--- src/sv/piv_pkg.sv ---
// Shared constants and codes of the particle implosion velocity unit.
`default_nettype none
package piv_pkg;
    localparam int COORD_WIDTH_DEF = 32;
    localparam int FRAC_BITS_DEF   = 16;
    localparam int QUEUE_DEPTH_DEF = 4;
    localparam int CFG_IDX_W       = 3;

    localparam logic [CFG_IDX_W-1:0] REG_ATTRACT_X  = 3'd0;
    localparam logic [CFG_IDX_W-1:0] REG_ATTRACT_Y  = 3'd1;
    localparam logic [CFG_IDX_W-1:0] REG_ATTRACT_Z  = 3'd2;
    localparam logic [CFG_IDX_W-1:0] REG_PULL_SCALE = 3'd3;
    localparam logic [CFG_IDX_W-1:0] REG_MAX_REACH  = 3'd4;
    localparam logic [CFG_IDX_W-1:0] REG_MIN_REACH  = 3'd5;
    localparam logic [CFG_IDX_W-1:0] REG_KILL_EN    = 3'd6;
    localparam logic [CFG_IDX_W-1:0] REG_PULL_MODE  = 3'd7;

    localparam logic [1:0] MODE_UNIT_ADD = 2'd0;
    localparam logic [1:0] MODE_UNIT_SET = 2'd1;
    localparam logic [1:0] MODE_PROP     = 2'd2;

    typedef logic [1:0] t_cls;
    localparam t_cls CLS_PASS = 2'd0;
    localparam t_cls CLS_KILL = 2'd1;
    localparam t_cls CLS_UNIT = 2'd2;
    localparam t_cls CLS_PROP = 2'd3;
endpackage
`default_nettype wire

--- src/sv/piv_queue.sv ---
// Small register queue used between front and back and at the result side.
`default_nettype none
module piv_queue #(
    parameter int WIDTH = 8,
    parameter int DEPTH = piv_pkg::QUEUE_DEPTH_DEF
) (
    input  wire logic             i_clk,
    input  wire logic             i_rst_n,
    input  wire logic             i_push,
    input  wire logic [WIDTH-1:0] i_wdata,
    output logic                  o_full,
    input  wire logic             i_pop,
    output logic [WIDTH-1:0]      o_rdata,
    output logic                  o_empty
);
    localparam int AW = (DEPTH > 1) ? $clog2(DEPTH) : 1;
    localparam int CW = $clog2(DEPTH + 1);

    logic [WIDTH-1:0] r_mem [DEPTH];
    logic [AW-1:0]    r_wptr, r_rptr;
    logic [CW-1:0]    r_cnt;
    logic             do_push, do_pop;

    assign o_full  = (r_cnt == CW'(DEPTH));
    assign o_empty = (r_cnt == '0);
    assign do_push = i_push && !o_full;
    assign do_pop  = i_pop && !o_empty;
    assign o_rdata = r_mem[r_rptr];

    always_ff @(posedge i_clk) begin
        if (!i_rst_n) begin
            r_wptr <= '0;
            r_rptr <= '0;
            r_cnt  <= '0;
        end else begin
            if (do_push) begin
                r_wptr <= (r_wptr == AW'(DEPTH - 1)) ? '0 : r_wptr + 1'b1;
            end
            if (do_pop) begin
                r_rptr <= (r_rptr == AW'(DEPTH - 1)) ? '0 : r_rptr + 1'b1;
            end
            if (do_push && !do_pop) begin
                r_cnt <= r_cnt + 1'b1;
            end else if (!do_push && do_pop) begin
                r_cnt <= r_cnt - 1'b1;
            end
        end
    end

    always_ff @(posedge i_clk) begin
        if (do_push) begin
            r_mem[r_wptr] <= i_wdata;
        end
    end
endmodule
`default_nettype wire

--- config.mk ---
export PLATFORM = sky130hd
export DESIGN_NAME = piv_queue
export DESIGN_NICKNAME = d
export VERILOG_FILES = /design/src/sv/piv_pkg.sv /design/src/sv/piv_queue.sv
export SDC_FILE = /design/constraint.sdc
export NUM_CORES = 1
export LEC_CHECK = 0
export BUFFER_PORTS_ARGS = -buffer_cell sky130_fd_sc_hd__clkbuf_2
export CORE_ASPECT_RATIO = 1.2
export CORE_MARGIN = 3
export CORE_UTILIZATION = 37
export CTS_BUF_LIST = sky130_fd_sc_hd__clkbuf_4 sky130_fd_sc_hd__clkbuf_8 sky130_fd_sc_hd__clkbuf_16
export DETAILED_ROUTE_END_ITERATION = 10
export HOLD_SLACK_MARGIN = 0.06
export PLACE_DENSITY = 0.58
export SLEW_MARGIN = 10
export SYNTH_ARGS = -nofsm -noshare
export SYNTH_HDL_FRONTEND = slang
export SYNTH_SLANG_ARGS = --single-unit
--- constraint.sdc ---
create_clock -name i_clk -period 2.7 [get_ports i_clk]
set_input_delay 0.27 -clock i_clk [delete_from_list [all_inputs] [get_ports i_clk]]
set_output_delay 0.27 -clock i_clk [all_outputs]
set_load 0.02 [all_outputs]
Word-level counts from Yosys, hierarchy flattened
Memories as Yosys holds them, arrays and structs flattened. A register that Yosys moved wholly into a read port is not among the register bits.
Cells that the tools add are included.
- equal/unequal tests: 3
- add/subtract/negate cells: 4
- muxes and demuxes: 8
- reductions and logical operators: 10
- operator list (cell ; number):
    $mux 2 ; 4
    $mux 3 ; 2
    $add 2x1->2 const B ; 2
    $eq 2x2->1 const B ; 2
    $logic_and 1x1->1 ; 4
    $logic_not 1->1 ; 4
    $add 3x1->3 const B ; 1
    $eq 3x3->1 const B ; 1
    $logic_not 3->1 ; 1
    $sub 3x1->3 const B ; 1
    $mux 1 ; 2
    $reduce_bool 2->1 ; 1
- input port bits: 12
- RAM bits: 32
- memories kept: 1
- register bits after elaboration: 7
- logic and storage cells: 29
- output and inout port bits: 10
- memory list (name ; words ; bits a word ; read ports ; clocked after memory_dff ; wr ports ; line ; text):
    r_mem ; 4 ; 8 ; 1 ; 1 ; 1 ; piv_queue.sv:19 ; logic [WIDTH-1:0] r_mem [DEPTH];

Longest topological paths before layout
Gate-level depths: netlist of the first run.
- depth after elaboration: 7
- mapped depth: 9

Worst setup path before layout of the first run
OpenSTA, ideal clock, no wires.
- kind: reg-to-reg
- start point: reg r_cnt[0]
- end point: reg r_cnt[2]
- period minus slack after synthesis: 2093 ps
- path buffers: 0
- stages on the path, launching flop included: 8
- arrival: 2017 ps
- setup slack: 607 ps
- data required time: 2624 ps
- cells stage by stage: dfxtp_1 o31ai_1 ha_1 inv_1 fa_1 xor2_1 or3_1 a21boi_0
- longest elaborated chain between the ends: 6
- elaborated cells between the ends (all ways): 15
- those cells by class: 2 x add/sub; 1 x eq/ne; 2 x mux; 10 x reduce/logical
- ends and longest elaborated chain (item ; line ; text):
    start: declaration ; piv_queue.sv:21 ; logic [CW-1:0] r_cnt;
    start signal: assignment ; piv_queue.sv:43 ; r_cnt <= r_cnt + 1'b1;
    start signal: assignment ; piv_queue.sv:45 ; r_cnt <= r_cnt - 1'b1;
    parallel branches: the longest is 6 deep, another holds $sub 3x1->3 ; -- ;
Parallel ways; which one is timed is not known. The select of a mux whose other input is x is not followed.
A chain may end at the register's enable or synchronous reset.

Final worst setup path of the first run
Same ends and word-level chain as after synthesis.

==> results.yml, run 1 <==
clock_network:
  clk_pin_slew_worst_paths_ns: 0.08
  insertion_delay_ns: 0.29
  cts_hold_buf: 0
  cts_resized: 0
  cts_buffer_depth: 2
  cts_tree: "built"
  htree_num_levels: 2
  cts_sinks: 41
  postCtsSetupBuffers: 0
  cts_buffers: 5
  root_buffer: "clkbuf_8"
finish:
  drive_gt1_share_pct: 32.8
  nNetsFinal: 137
  area_growth_pct: 15.7
  n_antenna_cell: 0
min_path:
  hold_class: "input port to register"
  min_delay_worst_endpoint: "r_mem[2][5]"
  hp-start: "i_wdata[5]"
  hold_depth: 1
logic_synthesis:
  synth_top_family_by_area: "multiplexers"
  yosys_warnings: 0
  yosys.cell_types.count: 23
  yosys.area_share.simple_pct: 6.60
  synth-xor-area-share_pct: 1.07
  synth_fa_ha_area_share_pct: 5.83
  syn_inst: 93
  synth_seq_cells: 41
  syn-num-nets: 112
  avgSynthCellArea_um2: 17.5
  synth_area_mm2: 0.00163
  synth_mux_area_share_pct: 12.9
  ys_seq_area_share_pct: 70.0
  synth-compound-area-share_pct: 1.84
global_routing:
  grt_pass1_wl_mm: 4.01
  track_usage_pct: 10.7
  grt_pass1_vias: 809
  grt_max_degree: 16
  antenna_found_initial: 0
  grt_overflow: 0
timing:
  period_minus_slack_ns: 2.34
  fin_crit_sh_pct: 86.8
  maxSlewViolCount: 0
  rsz0062_at_grt: "false"
  timing.hold.ws_ns: 0.193
  fin_skew_ns: 0.00618
  finalSetupTns_ns: 0
  fmax_mhz: 427
  tightest_slew_ns: 0.578
  finalSetupViolations: 0
  hold_viol_final: 0
  relSlewSlack_pct: 61.2
drt:
  drc: 0
  routed_wl_mm: 2.49
  drt-pass1-iter-count: 4
  drt_iter0_drc: 35
  post_drt_wl_per_cell_um: 14.4
  num_vias: 832
  avgViaCountPerCell: 4.81
  ant_nets: 0
placement:
  gp_congestion: 0.662
  hpwl_mm: 1.75
  port_buffers: 21
die:
  rows: 25
  initial_core_util_pct: 39.8
  fp.dieH_um: 78.7
  die_w_um: 66.6
  die-area_mm2: 0.00524
  core_area_mm2: 0.00410
  io_pins: 22
critical_path:
  critPathKind: "register to register"
  critPathArrivalTime_ns: 2.56
  worstReg2RegStart: "r_cnt[0]"
  critical_path.cell_chain: "o31ai_1 > ha_1 > inv_1 > fa_1 > xor2_1 > or3_1 > a21boi_0"
  end_kind: "register"
  required_ns: 2.91
  r2r_cells: 7
  crit_fanout: 5
  critPathBufInv: 1
  critPathMaxStageDelay_ns: 0.54
  critical-path-top-delay-family: "compound AO/OA/AOI/OAI gates"
  crit_slowest_cell: "o31ai_1"
  rr_endpoint: "r_cnt[2]"
  start_kind: "register"
  r2r_setup_slack_ns: 0.36
power_and_ir_drop:
  p_switching_mw: 0.537
  p_int_mw: 1.18
  p_leak_nw: 0.685
  ir_worst_vdd_v: 0.000520
  power_density_mw_per_mm2: 909
  pwr-share-seq_pct: 50.2
  clkPwrFrac_pct: 23.3
  switching_share_pct: 31.3
  combPwrFrac_pct: 26.5
run_status:
  status: "complete, no violations"
run:
  cap_viol_max_count: 0
-- metal layers --
layer / vias to the layer above / track usage [%] / routed length, um / part of all wire, %
met5: - / 0 / 0 / 0
met4: 0 / 3.66 / 34 / 1.4
met3: 4 / 4.38 / 150 / 6.0
met2: 20 / 17.5 / 1290 / 52
met1: 411 / 12.5 / 1010 / 40
li1: 397 / - / - / -
-- registers in the layout, summed over array words and instances (netlist names), named ones only --
| register | flops |
|---|---|
| r_cnt | 3 |
| r_wptr | 2 |
| r_rptr | 2 |
| r_mem | 32 |
-- how the worst max path moves through the flow --
stage / from / to / slack, ns / depth (start not counted)
CTS: r_cnt[0] / r_cnt[2] / 0.33 / 7
finish: r_cnt[0] / r_cnt[2] / 0.36 / 7
global placement: r_cnt[0] / r_cnt[2] / 0.51 / 7
detailed placement: r_cnt[0] / r_cnt[2] / 0.33 / 7
floorplan: r_cnt[0] / r_cnt[2] / 0.61 / 7
global route: r_cnt[0] / r_cnt[2] / 0.17 / 7
-- metrics by stage --
stage / total power, mW / setup slack, ns / cell area [um^2] / cells / utilization [%]
after floorplan: 1.20 / 0.607 / 1630 / 93 / -
after detailed placement: 1.34 / 0.328 / 1790 / 165 / 43.8
after CTS: 1.74 / 0.326 / 1890 / 173 / 46.0
after global routing: 1.82 / 0.170 / 1890 / 173 / 46.0
final: 1.71 / 0.357 / 1890 / 173 / 46.0
after global placement: 1.33 / 0.513 / 1790 / 165 / 43.8
-- cells in the final DEF, fill, tap and decap left out, types with 2 or more instances in the layout --
master	synthesis	routed
nor2_1	2	2
clkbuf_2	0	21
edfxtp_1	32	32
mux4_2	8	8
dfxtp_1	9	9
mux2i_1	3	3
nand2_1	6	6
and2_1	5	5
inv_1	3	3
clkbuf_8	0	5
nand3_1	2	2
o21ai_0	3	3
ha_1	6	6
nor2b_1	2	2
-- synth_stat cells, drive strengths merged --
cell type	instances	share of area, %
xor2	1	0.54
inv	3	0.69
ha	6	4.6
nand3	2	0.61
a21boi	1	0.46
edfxtp	32	59
or3	1	0.38
nor2b	2	0.77
xnor2	1	0.54
nor2	2	0.46
nor3b	1	0.77
o21ai	3	0.92
fa	1	1.2
nand2	6	1.4
nor3	1	0.31
mux4	8	11
dfxtp	9	11
clkbuf	1	0.23
mux2i	3	1.8
o31ai	1	0.46
and2	5	1.9
buf	3	0.84
-- area by class of cell --
type	instances	area [um^2]
multi-input cells	45	460
clock buffers	5	68.8
fillers	359	2210
repair buffers	22	113
well taps	54	67.6
clock inverters	3	25.0
flip-flops and latches	41	1140
inverters	3	11.3
-- logic make-up after synthesis --
group                      after synthesis
AOI/OAI and AO/OA                        5
xor gates and xnor gates                 2
adders and majority gates                7
buffers and inverters                    7
DFF                                     41
muxes                                   11
and+or+nand+nor                         20
-- power groups by stage --
stage	Combinational (mW)	Clock (mW)	Sequential (mW)
after CTS	0.463	0.410	0.865
after global routing	0.504	0.436	0.877
after global placement	0.455	0	0.872
after floorplan	0.374	0	0.827
final	0.454	0.400	0.861
after detailed placement	0.461	0	0.880
(Power assumes the default switching activity.)
==> inputs of run 2 (changes only) <==
--- a/config.mk
+++ b/config.mk
@@ -12,7 +12,7 @@
 export CTS_BUF_LIST = sky130_fd_sc_hd__clkbuf_4 sky130_fd_sc_hd__clkbuf_8 sky130_fd_sc_hd__clkbuf_16
 export DETAILED_ROUTE_END_ITERATION = 10
 export HOLD_SLACK_MARGIN = 0.06
-export PLACE_DENSITY = 0.58
+export PLACE_DENSITY = 0.54
 export SLEW_MARGIN = 10
 export SYNTH_ARGS = -nofsm -noshare
 export SYNTH_HDL_FRONTEND = slang
==> run 2 against run 1 <==
Compared with the run above:
- utilization is 0.31 points lower
- combinational power is 0.9% higher
- via count is 1.6% higher
- fmax is 3.2% lower
- die area stayed put
- register-to-register slack worse by 0.08 ns
- non-clock buffer count stayed put
- sequential share of layout area is 0.40 points higher
- flip-flop and latch count stayed put
==> results.yml, run 2 (same netlist as run 1, synthesis figures left out) <==
die:
  die_w_um: 66.6
  rows: 25
  fp.dieH_um: 78.7
  core_area_mm2: 0.00410
  io_pins: 22
  die-area_mm2: 0.00524
  initial_core_util_pct: 39.8
finish:
  top_register: "r_mem"
  n_antenna_cell: 0
  nNetsFinal: 137
  top_regs: "r_mem (32), r_cnt (3)"
  stdcell_area_mm2: 0.00187
  final_common_cell: "edfxtp_1"
  drive_gt1_share_pct: 31.1
  largest_reg_flops: 32
  instances_no_fill: 173
  area_growth_pct: 15.0
  fillers: 389
  mostFrequentLayoutCells: "edfxtp_1, clkbuf_2, dfxtp_1, mux4_2"
critical_path:
  crit_fanout: 5
  required_ns: 2.91
  end_kind: "register"
  start_kind: "register"
  critPathArrivalTime_ns: 2.63
  r2r_setup_slack_ns: 0.28
  critPathKind: "register to register"
run:
  cap_viol_max_count: 0
clock_network:
  cts_tree: "built"
  root_buffer: "clkbuf_8"
  cts_hold_buf: 0
  cts_resized: 0
  cts_buffer_depth: 2
  insertion_delay_ns: 0.29
  cts_buffers: 5
  htree_num_levels: 2
  clk_pin_slew_worst_paths_ns: 0.07
  postCtsSetupBuffers: 0
  cts_sinks: 41
global_routing:
  grt_overflow: 0
  track_usage_pct: 11.1
  antenna_found_initial: 0
  grt_pass1_vias: 806
  grt_max_degree: 13
  grt_pass1_wl_mm: 4.10
timing:
  fmax_mhz: 413
  finalSetupViolations: 0
  fin_skew_ns: 0.00769
  fin_ws_ns: 0.278
  maxSlewViolCount: 0
  finalSetupTns_ns: 0
  relSlewSlack_pct: 58.5
  period_minus_slack_ns: 2.42
  tightest_slew_ns: 0.617
  timing.hold.ws_ns: 0.194
  hold_viol_final: 0
  rsz0062_at_grt: "false"
  fin_crit_sh_pct: 89.7
drt:
  post_drt_wl_per_cell_um: 14.5
  drt_iter0_drc: 40
  drc: 0
  ant_nets: 0
  drt-pass1-iter-count: 4
  avgViaCountPerCell: 4.88
  num_vias: 845
  routed_wl_mm: 2.51
placement:
  gp_congestion: 0.670
  place_area_mm2: 0.00179
  place_ws_ns: 0.289
  numPlacedInstances: 165
  port_buffers: 21
  hpwl_mm: 1.71
min_path:
  hold_class: "input port to register"
power_and_ir_drop:
  ir_worst_vdd_v: 0.000440
  p_leak_nw: 0.683
  power_density_mw_per_mm2: 900
run_status:
  status: "complete, no violations"
==> run 2: cell count changes in the layout (fill, tap and decap cells not counted), sizes merged <==
cell and delta:
clkinvlp -1, clkinv +2, inv -1
==> run 2: worst max-delay path, stage by stage (launching register included) <==
cell and delay [ns]:
dfxtp_1 0.38, o31ai_1 0.57, ha_1 0.31, inv_1 0.06, fa_1 0.37, xor2_1 0.16, or3_1 0.30, a21boi_0 0.19
==> run 2: final timing paths <==
kind              cells after the start          end        from
hold reg to reg                       2    r_wptr[1]   r_wptr[1]
hold / removal                        1  r_mem[3][1]  i_wdata[1]
setup reg to reg                      7     r_cnt[2]    r_cnt[0]
setup / recovery                      7     r_cnt[2]    r_cnt[0]
==> run 2: layer usage <==
| metal | up-vias | global-route usage (%) | wire [um] |
|---|---|---|---|
| li1 | 397 | - | - |
| met2 | 24 | 16.3 | 1280 |
| met4 | 0 | 6.91 | 80 |
| met3 | 7 | 4.67 | 171 |
| met5 | - | 0 | 0 |
| met1 | 417 | 13.5 | 983 |
==> run 2: cell type report <==
cell class                      instances  area [um^2]  share of cell area, %
Inverter                                3         11.3                  0.601
Timing Repair Buffer                   22          113                   6.01
Clock inverter                          3         12.5                  0.668
Clock buffer                            5         68.8                   3.67
Sequential cell                        41         1140                   60.9
Tap cell                               54         67.6                   3.60
Multi-Input combinational cell         45          460                   24.6
==> run 2: stage by stage <==
stage | total power, mW | utilization (%)
finish | 1.69 | 45.7
global route | 1.79 | 45.7
CTS | 1.71 | 45.7
detailed placement | 1.34 | 43.8
global placement | 1.33 | 43.8
floorplan | 1.20 | -
==> run 2: power breakdown <==
group | total (mW) | internal, mW | switching, mW
Sequential | 0.860 | 0.777 | 0.0833
Clock | 0.369 | 0.174 | 0.195
Combinational | 0.458 | 0.215 | 0.243
